--- src/rtl/skt_pkg.sv ---
`timescale 1ns / 1ps
// Shared types and constants for the sorted key table.
// Used by skt_ctrl, skt_dp, sorted_key_table, skt_checker and testbench; depends on nothing.
package skt_pkg;

  localparam int KEY_W = 32;
  localparam int PAY_W = 32;
  localparam int OP_W = 2;
  localparam int ST_W = 2;
  localparam int IDX_W = 6;
  localparam int CNT_W = 7;
  localparam int DEF_CAPACITY = 64;

  localparam logic [OP_W-1:0] OP_INSERT = 2'd0;
  localparam logic [OP_W-1:0] OP_DELETE = 2'd1;
  localparam logic [OP_W-1:0] OP_LOOKUP = 2'd2;

  localparam logic [ST_W-1:0] ST_OK = 2'd0;
  localparam logic [ST_W-1:0] ST_MISS = 2'd1;
  localparam logic [ST_W-1:0] ST_FULL = 2'd2;

  // Commands from the controller to the datapath.
  typedef struct packed {
    logic            load;      // capture the transaction, start the search
    logic            rd_mid;    // read the search midpoint
    logic            step;      // narrow the search from the read key
    logic            rd_pos;    // read the entry at the search result
    logic            sh_init;   // set the shift pointer
    logic            rd_src;    // read the entry that moves next
    logic            wr_shift;  // write the moved entry, advance the pointer
    logic            wr_new;    // write the new entry at its position
    logic            fin;       // load the result register
    logic [ST_W-1:0] fin_status;
  } cmd_t;

  // Status from the datapath to the controller.
  typedef struct packed {
    logic is_ins;
    logic is_del;
    logic is_lkp;
    logic full;
    logic srch_done;
    logic pos_valid;
    logic hit;
    logic sh_more;
  } sts_t;

endpackage

--- src/rtl/skt_ctrl.sv ---
`timescale 1ns / 1ps
// Controller of the sorted key table: sequences search, check, shift and
// result steps, and owns both handshakes. Depends on skt_pkg.
module skt_ctrl (
  input  logic          clk_i,
  input  logic          rst_ni,
  input  logic          in_valid_i,
  output logic          in_stall_o,
  output logic          out_valid_o,
  input  logic          out_stall_i,
  input  skt_pkg::sts_t sts_i,
  output skt_pkg::cmd_t cmd_o
);

  typedef enum logic [2:0] {
    S_IDLE, S_SRCH, S_CMP, S_CHK, S_SH, S_SHW, S_FIN
  } state_e;

  state_e                   state_q, state_d;
  logic [skt_pkg::ST_W-1:0] stat_q, stat_d;
  logic                     slot_free;

  assign in_stall_o = (state_q != S_IDLE);
  assign slot_free  = !out_valid_o || !out_stall_i;

  always_comb begin
    cmd_o   = '0;
    cmd_o.fin_status = stat_q;
    state_d = state_q;
    stat_d  = stat_q;
    unique case (state_q)
      S_IDLE: begin
        if (in_valid_i) begin
          cmd_o.load = 1'b1;
          state_d = S_SRCH;
        end
      end
      S_SRCH: begin
        if (!(sts_i.is_ins || sts_i.is_del || sts_i.is_lkp)) begin
          stat_d  = skt_pkg::ST_OK;
          state_d = S_FIN;
        end else if (sts_i.is_ins && sts_i.full) begin
          stat_d  = skt_pkg::ST_FULL;
          state_d = S_FIN;
        end else if (!sts_i.srch_done) begin
          cmd_o.rd_mid = 1'b1;
          state_d = S_CMP;
        end else if (sts_i.is_ins) begin
          cmd_o.sh_init = 1'b1;
          state_d = S_SH;
        end else if (sts_i.pos_valid) begin
          cmd_o.rd_pos = 1'b1;
          state_d = S_CHK;
        end else begin
          stat_d  = skt_pkg::ST_MISS;
          state_d = S_FIN;
        end
      end
      S_CMP: begin
        cmd_o.step = 1'b1;
        state_d = S_SRCH;
      end
      S_CHK: begin
        if (!sts_i.hit) begin
          stat_d  = skt_pkg::ST_MISS;
          state_d = S_FIN;
        end else if (sts_i.is_del) begin
          cmd_o.sh_init = 1'b1;
          state_d = S_SH;
        end else begin
          stat_d  = skt_pkg::ST_OK;
          state_d = S_FIN;
        end
      end
      S_SH: begin
        if (sts_i.sh_more) begin
          cmd_o.rd_src = 1'b1;
          state_d = S_SHW;
        end else begin
          cmd_o.wr_new = sts_i.is_ins;
          stat_d  = skt_pkg::ST_OK;
          state_d = S_FIN;
        end
      end
      S_SHW: begin
        cmd_o.wr_shift = 1'b1;
        state_d = S_SH;
      end
      S_FIN: begin
        if (slot_free) begin
          cmd_o.fin = 1'b1;
          state_d = S_IDLE;
        end
      end
      default: state_d = S_IDLE;
    endcase
  end

  always_ff @(posedge clk_i or negedge rst_ni) begin
    if (!rst_ni) begin
      state_q     <= S_IDLE;
      stat_q      <= skt_pkg::ST_OK;
      out_valid_o <= 1'b0;
    end else begin
      state_q <= state_d;
      stat_q  <= stat_d;
      if (cmd_o.fin) begin
        out_valid_o <= 1'b1;
      end else if (!out_stall_i) begin
        out_valid_o <= 1'b0;
      end
    end
  end

endmodule

--- config.mk ---
export PLATFORM = sky130hd
export DESIGN_NAME = skt_ctrl
export DESIGN_NICKNAME = d
export VERILOG_FILES = /design/src/rtl/skt_pkg.sv /design/src/rtl/skt_ctrl.sv
export SDC_FILE = /design/constraint.sdc
export NUM_CORES = 1
export LEC_CHECK = 0
export BUFFER_PORTS_ARGS = -buffer_cell sky130_fd_sc_hd__buf_2
export CAP_MARGIN = 0
export CORE_AREA = 5 5 42 44
export CTS_CLUSTER_DIAMETER = 40
export DETAILED_ROUTE_END_ITERATION = 12
export DIE_AREA = 0 0 47 49
export GPL_ROUTABILITY_DRIVEN = 1
export PLACE_DENSITY = 0.69
export RECOVER_POWER = 25
export SLEW_MARGIN = 10
export SYNTH_ARGS = -nofsm -noshare
export SYNTH_HDL_FRONTEND = slang
export SYNTH_SLANG_ARGS = --single-unit
--- constraint.sdc ---
create_clock -name clk_i -period 4.25 [get_ports clk_i]
set_input_delay 0.425 -clock clk_i [delete_from_list [all_inputs] [get_ports clk_i]]
set_output_delay 0.425 -clock clk_i [all_outputs]
set_load 0.005 [all_outputs]
# After elaboration in Yosys (flattened, before gate mapping)
# Index checks and enable logic that the tools add are counted.
op_classes:
  eq_ne: 14
  n_reduce_logical: 11
  n_mux: 46
op_table:
  columns: ["op", "count"]
  rows:
  - ["2-to-1 mux 2 bit", 13]
  - ["2-to-1 mux 3 bit", 8]
  - ["2-to-1 mux 1 bit", 22]
  - ["case mux 3 bit (7 select lines)", 1]
  - ["inequality test 4 bit, second input constant", 3]
  - ["equality test 3 bit, second input constant", 3]
  - ["equality test 3 x 2 -> 1 bit, second input constant", 2]
  - ["inequality test 2 bit, second input constant", 3]
  - ["case mux 2 bit (3 select lines)", 1]
  - ["AND reduction 6 bit", 1]
  - ["nonzero test 3 bit", 2]
  - ["equality test 3 x 1 -> 1 bit, second input constant", 1]
  - ["logical NOT 3 bit", 1]
  - ["logical OR 1 bit", 3]
  - ["inequality test 3 bit, second input constant", 1]
  - ["logical NOT 1 bit", 2]
  - ["inequality test 2 x 1 -> 1 bit, second input constant", 1]
  - ["case mux 1 bit (2 select lines)", 1]
  - ["AND reduction 2 bit", 1]
  - ["logical AND 1 bit", 1]
totals:
  inputBits: 12
  out_inout_bits: 13
  elab_cells: 74
  regBits: 6

# Depth between registers and ports, before layout
# Gate-level depths: netlist of run 1.
logic_depth:
  depth_word: 6
  ltp_mapped: 5
  ltp_nobuf: 4

# Least setup slack after synthesis of run 1
# No wires, ideal clock.
synth_path:
  path_type: "in2reg"
  startpoint: "input sts_i[7] (netlist bit)"
  endpoint: "register stat_q[0] (netlist bit)"
  t_required_ps: 4125
  setup_slack_ps: 2735
  n_path_buf: 0
  setup_ps: 125
  arrival_time_ps: 1390
  cell_stages: 4
  path_cell_list: "or3_1 -> nand2_1 -> o32a_4 -> mux2_4"
synth_via:
  elab_chain_cells: 4
  elab_cells_between_ends: 10
  cone_classes: "eq/ne: 3; mux: 3; reduce/logical: 4"
synth_rtl:
  columns: ["element", "line", "text"]
  rows:
  - ["from (decl)", "skt_ctrl.sv:11", "input skt_pkg::sts_t sts_i,"]
  - ["logical OR 1 bit / logical AND 1 bit (equally long branches)", "skt_ctrl.sv:39, skt_ctrl.sv:42", null]
  - ["logical OR 1 bit / 2-to-1 mux 2 bit (equally long branches)", "skt_ctrl.sv:39, skt_ctrl.sv:42", null]
  - ["inequality test 4 bit (no line) / 2-to-1 mux 2 bit (equally long branches)", null, null]
  - ["AND reduction 6 bit (no line) / case mux 2 bit (3 select lines) (equally long branches)", null, null]
  - ["to (signal assigned)", "skt_ctrl.sv:102", "stat_q <= skt_pkg::ST_OK;"]
  - ["to (signal assigned)", "skt_ctrl.sv:106", "stat_q <= stat_d;"]
  - ["to (decl)", "skt_ctrl.sv:20", "logic [skt_pkg::ST_W-1:0] stat_q, stat_d;"]
# Parallel ways exist; a longest one is shown, timed or not.
# A chain may end at the register's enable or synchronous reset.

==> results.py, run 1 <==
metrics = {
    "timing": {
        "slew_headroom_pct": 61.05,
        "clock_skew_ns": 0.002566,
        "drv_slew": 0,
        "min_period_ns": 2.015,
        "final-hold-violation-count": 0,
        "grt_setup_unrepaired": "false",
        "fmax_ghz": 0.4962,
        "worst_slew_pin_slew_ns": 0.5843,
        "tns_ns": 0,
        "fin_crit_sh_pct": 47.42,
        "setup_ws_ns": 2.235,
        "setup_viol": 0,
    },
    "synthesis": {
        "yosysWarnings": 0,
        "yosys.area.top_type": "dfrtp_1",
        "ys_seq_elements": 6,
        "synth_cell_types": 34,
        "synth_area_leaders": "dfrtp_1 29%, mux2_4 5.8%, buf_6 4.3%",
        "yosysSeqAreaShare_pct": 28.85,
        "synth_area_sq_um": 520.5,
        "synth-edff-count": 0,
        "synth_cells": 59,
        "synth_top_area_share_pct": 28.85,
        "synth_common_cells": "6 x dfrtp_1, 6 x nor2_1, 5 x nand2_1",
        "synth_fp_nets": 71,
        "avgSynthCellArea_sq_um": 8.822,
        "synth_top_flop_cell": "dfrtp_1",
        "async_flop_share_pct": 100.0,
    },
    "job": {
        "cap_violations": 0,
    },
    "power_and_ir_drop": {
        "power_leakage_nw": 0.3328,
        "irDropWorstVdd_uv": 226.3,
        "finalPower_mw": 0.4067,
        "p_per_area_mw_per_mm2": 615.5,
    },
    "grt": {
        "grt_overflow": 0,
        "busiest_layer": "met2",
        "grt_pass1_vias": 478,
        "grt.total_usage_pct": 12.75,
        "grt_max_degree": 21,
        "grtUsageMet2_pct": 19.23,
        "grt_pass1_wl_um": 2090,
        "antenna_found_initial": 0,
        "use_met3_pct": 1.107,
        "use_met1_pct": 15.88,
    },
    "finish": {
        "diodes": 0,
        "fillers": 150,
        "fin_nets": 97,
        "area_growth_pct": 26.92,
        "drive_gt1_share_pct": 38.55,
    },
    "cts": {
        "clk_latency_ns": 0.24,
        "root_buffer": "clkbuf_4",
        "cts_setup_buffers": 0,
        "cts_resized": 0,
        "clk_pin_slew_ns": 0.05,
        "cts_buffers": 3,
        "cts_tree": "built",
        "htree_levels": 1,
        "cts_hold_buf": 1,
        "clock-sinks": 6,
        "cts_buffer_depth": 2,
    },
    "worst_setup_path": {
        "reg2reg_to": "stat_q[1]",
        "path_max_fanout": 20,
        "cp_slowest_cell": "dfrtp_1",
        "rr_startpoint": "state_q[1]",
        "r2r_setup_slack_ns": 2.57,
        "crit_family": "flip-flops",
        "path_cells": "nor4b_1 -> a31oi_1 -> nor2_1 -> buf_2",
        "cp-start-kind": "flip-flop",
        "arrival_ns": 1.59,
        "crit_path_end": "cmd_o[6]",
        "crit_buf_inv": 1,
        "crit_type": "flip-flop to primary output",
        "cp.depth": 4,
        "rr_worst_depth": 4,
        "max_stage_delay_ns": 0.59,
        "crit_start": "state_q[1]",
        "critPathRequiredTime_ns": 3.83,
        "crit_path_end_kind": "primary output",
    },
    "routing": {
        "routed-via-count": 525,
        "drcViolationCount": 0,
        "ant_nets": 0,
        "drtIter0Drc": 12,
        "wirelength_um": 1281,
        "via_per_inst": 5.303,
        "post_drt_wl_per_cell_um": 12.94,
        "dr.pass1.iters": 4,
    },
    "status": {
        "status": "complete, no violations",
    },
    "floorplan": {
        "die_x_um": 47,
        "rows": 14,
        "die_area_sq_mm": 0.002303,
        "fp.dieH_um": 49,
        "io_pins": 25,
        "core_sq_mm": 0.001401,
        "start_util_pct": 37.14,
    },
    "worst_hold_path": {
        "hold_class": "input port to flip-flop",
    },
    "placement": {
        "io_buffers": 24,
        "dp_slack_ns": 2.509,
        "post-dp-hpwl_um": 1013,
        "place_congestion": 0.7227,
    },
}
placed cells by master, fill, tap and decap left out, drive strengths merged, types with 3 or more instances in the layout:
| cell type | netlist | layout |
|---|---|---|
| buf | 3 | 23 |
| clkbuf | 1 | 4 |
| nor2 | 6 | 6 |
| inv | 4 | 4 |
| nand2 | 5 | 5 |
| a21oi | 3 | 3 |
| a31oi | 3 | 3 |
| dfrtp | 6 | 6 |
final cells by class:
class | instances | area (sq um) | area share [%]
repair buffers | 25 | 128.9 | 19.51
well taps | 16 | 20.02 | 3.030
multi-input cells | 45 | 324.1 | 49.05
clock buffers | 3 | 22.52 | 3.409
flip-flops and latches | 6 | 150.1 | 22.73
inverters | 4 | 15.01 | 2.273
metrics by stage:
stage | cells | area, sq um | utilization [%] | hold WS (ns)
after detailed placement | 95 | 629.4 | 44.91 | 0.2572
after global placement | 95 | 629.4 | 44.91 | 0.2519
after CTS | 99 | 661.9 | 47.23 | 0.4268
final | 99 | 660.6 | 47.14 | 0.4334
after global routing | 99 | 660.6 | 47.14 | 0.4708
after floorplan | 59 | 520.5 | - | 0.1294
routing by layer:
layer | wire [um] | up-vias | part of all wire (%)
li1 | - | 268 | -
met1 | 545 | 229 | 43
met2 | 619 | 24 | 48
met3 | 74 | 4 | 5.8
met4 | 42 | 0 | 3.3
met5 | 0 | - | 0
worst register-to-register path, delay by kind of cell (launching register included):
family	cells	cell delay, ns
flip-flops	1	0.59
AO/OA/AOI/OAI	2	0.35
AND/OR/NAND/NOR	1	0.33
multiplexers	1	0.29
state kept, by name, indices dropped and copies added, names as in the netlist:
register and count:
state_q 3, stat_q 2, out_valid_o 1
cell families after synthesis:
family	after synthesis	share of synthesized area [%]
multiplexers	2	5.769
buffers and inverters	8	8.891
AO/OA/AOI/OAI	17	26.44
flip-flops	6	28.85
AND/OR/NAND/NOR	26	30.05
power breakdown:
group / internal [mW] / switching, mW / leakage (nW) / total (mW)
clock: 0.0320 / 0.0209 / 0.0138 / 0.0529
combinational: 0.123 / 0.0914 / 0.244 / 0.215
sequential: 0.0835 / 0.0554 / 0.0753 / 0.139
worst min path at each step:
stage | depth (start not counted) | to | startpoint | slack [ns]
5_1_grt | 3 | out_valid_o | out_stall_i | 0.47
2_1_floorplan | 0 | out_valid_o | rst_ni | 0.13
3_5_place_dp | 1 | state_q[0] | rst_ni | 0.26
3_3_place_gp | 1 | state_q[2] | rst_ni | 0.25
6_report | 3 | out_valid_o | out_stall_i | 0.43
4_1_cts | 3 | out_valid_o | out_stall_i | 0.43
No activity file was read; power rests on OpenSTA's default activity.
==> run 2: changes to the inputs <==
--- a/config.mk
+++ b/config.mk
@@ -5,6 +5,7 @@
 export SDC_FILE = /design/constraint.sdc
 export NUM_CORES = 1
 export LEC_CHECK = 0
+export ABC_AREA = 1
 export BUFFER_PORTS_ARGS = -buffer_cell sky130_fd_sc_hd__buf_2
 export CAP_MARGIN = 0
 export CORE_AREA = 5 5 42 44
@@ -12,7 +13,7 @@
 export DETAILED_ROUTE_END_ITERATION = 12
 export DIE_AREA = 0 0 47 49
 export GPL_ROUTABILITY_DRIVEN = 1
-export PLACE_DENSITY = 0.69
+export PLACE_DENSITY = 0.71
 export RECOVER_POWER = 25
 export SLEW_MARGIN = 10
 export SYNTH_ARGS = -nofsm -noshare
==> constraint.sdc (replaced) <==
create_clock -name clk_i -period 1.8 [get_ports clk_i]
set_input_delay 0.18 -clock clk_i [delete_from_list [all_inputs] [get_ports clk_i]]
set_output_delay 0.18 -clock clk_i [all_outputs]
set_load 0.005 [all_outputs]
==> results.py, run 2 <==
metrics = {
    "status": {
        "status": "complete, no violations",
    },
    "synthesis": {
        "synth_fp_nets": 92,
        "avgSynthCellArea_sq_um": 6.303,
        "yosysWarnings": 0,
        "synth_top_area_share_pct": 29.78,
        "synth_cell_types": 18,
        "synth_area_sq_um": 504.2,
        "ys_seq_elements": 6,
        "synth_area_leaders": "dfrtp_1 30%, nand2_1 14%, nor2_1 10%",
        "synth_cells": 80,
        "yosysSeqAreaShare_pct": 29.78,
        "async_flop_share_pct": 100.0,
        "synth_top_flop_cell": "dfrtp_1",
        "yosys.area.top_type": "dfrtp_1",
        "synth-edff-count": 0,
        "yosysMostFrequentCell": "nand2_1",
        "synth_common_cells": "19 x nand2_1, 14 x nor2_1, 12 x inv_1",
    },
    "finish": {
        "largest_register": "state_q",
        "diodes": 0,
        "multi_input_area_sq_um": 304.0,
        "area_growth_pct": 34.49,
        "final_common_cell": "buf_2",
        "largest_register_ffs": 3,
        "reg_top3": "state_q (3), stat_q (2), out_valid_o (1)",
        "fillers": 160,
        "fin_nets": 122,
        "register_area_sq_um": 150.1,
        "final_area_sq_um": 678.2,
        "layout_common_cells": "23 x buf_2, 19 x nand2_1, 13 x nor2_1, 12 x inv_1",
        "drive_gt1_share_pct": 37.96,
    },
    "worst_setup_path": {
        "cp-start-kind": "flip-flop",
        "max_stage_delay_ns": 0.44,
        "path_max_fanout": 5,
        "crit_path_end_kind": "primary output",
        "arrival_ns": 1.42,
        "cp_slowest_cell": "dfrtp_1",
        "path_cells": "nor2_2 -> nand2_1 -> or2_2 -> nor2_1 -> buf_2",
        "crit_type": "flip-flop to primary output",
        "critPathRequiredTime_ns": 1.62,
    },
    "power_and_ir_drop": {
        "power_leakage_nw": 0.4147,
        "irDropWorstVdd_uv": 1030,
        "p_per_area_mw_per_mm2": 1380,
    },
    "timing": {
        "drv_slew": 0,
        "grt_setup_unrepaired": "false",
        "tns_ns": 0,
        "hold_slack_ns": 0.1637,
        "fin_crit_sh_pct": 88.96,
        "slew_headroom_pct": 78.34,
        "fmax_ghz": 0.6245,
        "min_period_ns": 1.601,
        "clock_skew_ns": 0.002221,
        "setup_viol": 0,
        "final-hold-violation-count": 0,
        "worst_slew_pin_slew_ns": 0.3248,
    },
    "floorplan": {
        "rows": 14,
        "io_pins": 25,
        "start_util_pct": 35.98,
        "fp.dieH_um": 49,
        "core_sq_mm": 0.001401,
        "die_x_um": 47,
        "die_area_sq_mm": 0.002303,
    },
    "routing": {
        "post_drt_wl_per_cell_um": 9.774,
        "routed-via-count": 593,
        "drcViolationCount": 0,
        "wirelength_um": 1212,
        "drtIter0Drc": 10,
        "ant_nets": 0,
        "via_per_inst": 4.782,
        "dr.pass1.iters": 4,
    },
    "worst_hold_path": {
        "hold_class": "input port to flip-flop",
    },
    "placement": {
        "placed_area_sq_um": 644.4,
        "post-dp-hpwl_um": 1066,
        "place_congestion": 0.8297,
        "io_buffers": 24,
    },
    "cts": {
        "root_buffer": "clkbuf_4",
        "cts_tree": "built",
        "clk_latency_ns": 0.24,
        "clk_pin_slew_ns": 0.04,
        "cts_buffer_depth": 2,
        "clock-sinks": 6,
        "htree_levels": 1,
        "cts_buffers": 3,
    },
    "grt": {
        "grt.total_usage_pct": 12.19,
        "grt_pass1_vias": 532,
        "grt_pass1_wl_um": 2049,
        "antenna_found_initial": 0,
        "grt_max_degree": 8,
        "grt_overflow": 0,
    },
    "job": {
        "cap_violations": 0,
    },
}
[run 2: cell count changes after synthesis, sizes merged, moves of 2 or more]
| cell | change |
|---|---|
| nor2 | +14 |
| nor3b | -2 |
| or2 | +2 |
| or3 | -2 |
| nor4 | -2 |
| nand3 | +7 |
| nand2b | -2 |
| nand2 | +17 |
| a31oi | -2 |
| a21oi | -3 |
| inv | +10 |
| buf | -3 |
| mux2 | -2 |
[run 2: path summary, 6_finish.rpt]
path                               end  depth (start not counted)   startpoint  slack, ns
setup / recovery              cmd_o[3]                          5   state_q[1]       0.20
hold / removal             out_valid_o                          3  out_stall_i       0.16
setup reg to reg             stat_q[1]                          8   state_q[1]       0.52
hold reg to reg              stat_q[0]                          2    stat_q[0]       0.46
max in group asynchronous   state_q[1]                          2       rst_ni       1.22
min in group asynchronous   state_q[2]                          2       rst_ni       0.34
[run 2: worst max-delay path: cells and delay by family (launching register included)]
family	cells	cell delay (ns)
flops	1	0.44
buf+inv	1	0.12
simple gates	4	0.62
[run 2: final cells by class]
cell class                 count  share of cell area [%]
clock buffer                   3                   3.321
inverter                      14                   7.749
multi-input combinational     60                   44.83
sequential                     6                   22.14
tap                           16                   2.952
timing repair buffer          25                   19.00
[run 2: layer usage]
metal  global-route usage, %  vias up  wire length (um)
met4                   2.765        0                16
met3                   6.273        2                71
met5                       0        -                 0
li1                        -      310                 -
met2                   19.68       14               604
met1                   13.90      267               520
[run 2: power by group]
group          total [mW]  switching [mW]  leakage [nW]  internal, mW
clock network       0.121          0.0458        0.0138        0.0752
logic               0.541           0.319         0.325         0.222
registers           0.273          0.0769        0.0763         0.197
total               0.936           0.442         0.415         0.494
[run 2: cell families (layout without fill, tap and decap cells)]
logic type      after synthesis  in the layout  share of synthesized area, %
flops                         6              6                         29.78
simple gates                 54             54                         52.36
compound gates                6              6                         7.445
buf+inv                      14             42                         10.42
[run 2: what timing repair did]
action	4_1_cts	5_1_grt
gates resized for setup	0	1
hold endpoints to repair	6	0
hold buffers	1	0
setup endpoints to repair	0	1
setup buffers	0	0
[run 2: per-stage QoR]
stage,std cells,total power [mW],util [%],worst slack [ns]
floorplan,80,0.6484,-,0.5942
global placement,120,0.8058,45.98,0.4645
detailed placement,120,0.8191,45.98,0.4194
CTS,124,0.9470,48.30,0.1566
global route,124,1.051,48.39,0.06858
finish,124,0.9358,48.39,0.1987
==> run 3: changes to the inputs <==
--- a/config.mk
+++ b/config.mk
@@ -5,15 +5,15 @@
 export SDC_FILE = /design/constraint.sdc
 export NUM_CORES = 1
 export LEC_CHECK = 0
-export ABC_AREA = 1
+export ABC_AREA = 0
 export BUFFER_PORTS_ARGS = -buffer_cell sky130_fd_sc_hd__buf_2
 export CAP_MARGIN = 0
-export CORE_AREA = 5 5 42 44
+export CORE_MARGIN = 5
+export CORE_UTILIZATION = 39
 export CTS_CLUSTER_DIAMETER = 40
 export DETAILED_ROUTE_END_ITERATION = 12
-export DIE_AREA = 0 0 47 49
 export GPL_ROUTABILITY_DRIVEN = 1
-export PLACE_DENSITY = 0.71
+export PLACE_DENSITY = 0.72
 export RECOVER_POWER = 25
 export SLEW_MARGIN = 10
 export SYNTH_ARGS = -nofsm -noshare
==> results.py, run 3 (synthesis results as in run 1) <==
metrics = {
    "status": {
        "status": "complete, no violations",
    },
    "finish": {
        "largest_register": "state_q",
        "largest_register_ffs": 3,
        "reg_top3": "state_q (3), stat_q (2), out_valid_o (1)",
        "area_growth_pct": 30.77,
        "final_common_cell": "buf_2",
        "instances_no_fill": 100,
        "fin_util_pct": 52.97,
        "final_area_sq_um": 680.7,
        "drive_gt1_share_pct": 41.18,
        "diodes": 0,
        "layout_common_cells": "23 x buf_2, 6 x nor2_1, 6 x dfrtp_1, 5 x nand2_1, 4 x inv_1",
        "fin_nets": 99,
    },
    "floorplan": {
        "die_x_um": 46.53,
        "die_area_sq_mm": 0.002165,
        "fp.dieH_um": 46.53,
        "rows": 13,
        "start_util_pct": 40.51,
        "io_pins": 25,
        "core_sq_mm": 0.001285,
    },
    "power_and_ir_drop": {
        "power_switching_mw": 0.4168,
        "irDropWorstVdd_uv": 897.2,
        "power_leakage_nw": 0.3447,
        "clock_power_share_pct": 13.5,
        "pwr-share-seq_pct": 29.2,
        "p_per_area_mw_per_mm2": 1477,
        "p_comb_share_pct": 57.3,
        "p_int_mw": 0.5882,
        "finalPower_mw": 1.005,
        "p_sw_share_pct": 41.47,
    },
    "cts": {
        "clk_latency_ns": 0.26,
        "cts_buffer_depth": 2,
        "cts_buffers": 3,
        "htree_levels": 1,
        "clock-sinks": 6,
        "cts_tree": "built",
        "clk_pin_slew_ns": 0.06,
        "root_buffer": "clkbuf_4",
    },
    "worst_setup_path": {
        "crit_type": "flip-flop to primary output",
        "arrival_ns": 1.50,
        "critPathRequiredTime_ns": 1.62,
        "crit_path_end_kind": "primary output",
        "cp-start-kind": "flip-flop",
        "path_max_fanout": 8,
    },
    "routing": {
        "via_per_inst": 5.480,
        "wirelength_um": 1386,
        "drtIter0Drc": 11,
        "routed-via-count": 548,
        "drcViolationCount": 0,
        "dr.pass1.iters": 4,
        "ant_nets": 0,
        "post_drt_wl_per_cell_um": 13.86,
    },
    "placement": {
        "place_inst": 96,
        "placed_area_sq_um": 643.1,
        "post-dp-hpwl_um": 1110,
        "dp_slack_ns": 0.2423,
        "io_buffers": 24,
        "place_congestion": 0.8272,
    },
    "timing": {
        "fin_crit_sh_pct": 93.13,
        "tns_ns": 0,
        "min_period_ns": 1.676,
        "fmax_ghz": 0.5965,
        "drv_slew": 0,
        "grt_setup_unrepaired": "false",
        "worst_slew_pin_slew_ns": 0.3550,
        "slew_headroom_pct": 76.34,
        "setup_viol": 0,
        "hold_slack_ns": 0.1826,
        "setup_ws_ns": 0.1236,
        "final-hold-violation-count": 0,
        "clock_skew_ns": 0.01187,
    },
    "grt": {
        "grt_pass1_vias": 507,
        "grt_pass1_wl_um": 2214,
        "grt_overflow": 0,
        "grt.total_usage_pct": 14.96,
        "grt_max_degree": 11,
        "antenna_found_initial": 0,
    },
    "job": {
        "cap_violations": 0,
    },
    "worst_hold_path": {
        "hold_class": "input port to flip-flop",
    },
}
## run 3: cell types whose count changed in the layout (fill, tap and decap cells not counted), moves of 3 or more
cell	before	now
nand2_1	19	5
inv_1	12	4
nor2_1	13	6
nand3_1	6	1
nor2_2	5	0
nand2_2	3	0
## run 3: critical path, cell delays in order (launching register included)
cell and delay, ns:
dfrtp_1 0.44, buf_4 0.19, or3_1 0.40, nor2_1 0.10
buf_2 0.12
## run 3: final cells by class
type                    count  area [sq um]
repair buffers             27         143.9
inverters                   4         15.01
clock buffers               3         22.52
fillers                   119         604.3
multi-input cells          45         330.3
flip-flops and latches      6         150.1
well taps                  15         18.77
## run 3: final timing paths
| check | from | end | slack, ns | cells after the start |
|---|---|---|---|---|
| min in group asynchronous | rst_ni | out_valid_o | 0.34 | 2 |
| hold / removal | out_stall_i | out_valid_o | 0.18 | 3 |
| setup / recovery | state_q[1] | cmd_o[10] | 0.12 | 4 |
| max in group asynchronous | rst_ni | stat_q[0] | 1.20 | 2 |
| setup reg to reg | state_q[2] | stat_q[1] | 0.20 | 4 |
| hold reg to reg | stat_q[0] | stat_q[0] | 0.50 | 1 |
## run 3: per-layer routing
| layer | vias to the layer above | GRT usage (%) | wire length [um] |
|---|---|---|---|
| li1 | 270 | - | - |
| met1 | 254 | 14.81 | 543 |
| met2 | 21 | 25.27 | 703 |
| met3 | 3 | 9.375 | 131 |
| met4 | 0 | 5.114 | 8 |
| met5 | - | 0 | 0 |
## run 3: power by group through the flow
stage / Sequential (mW) / Combinational [mW] / Clock, mW
after global routing: 0.304 / 0.637 / 0.147
after detailed placement: 0.293 / 0.570 / 0
after CTS: 0.292 / 0.576 / 0.137
after floorplan: 0.235 / 0.492 / 0
after global placement: 0.287 / 0.561 / 0
final: 0.294 / 0.576 / 0.136
## run 3: timing repair
action	4_1_cts	5_1_grt
endpoints found under the setup margin	0	1
buffers inserted	0	0
endpoints found under the hold margin	6	0
resized for setup	0	1
hold buffers	1	0
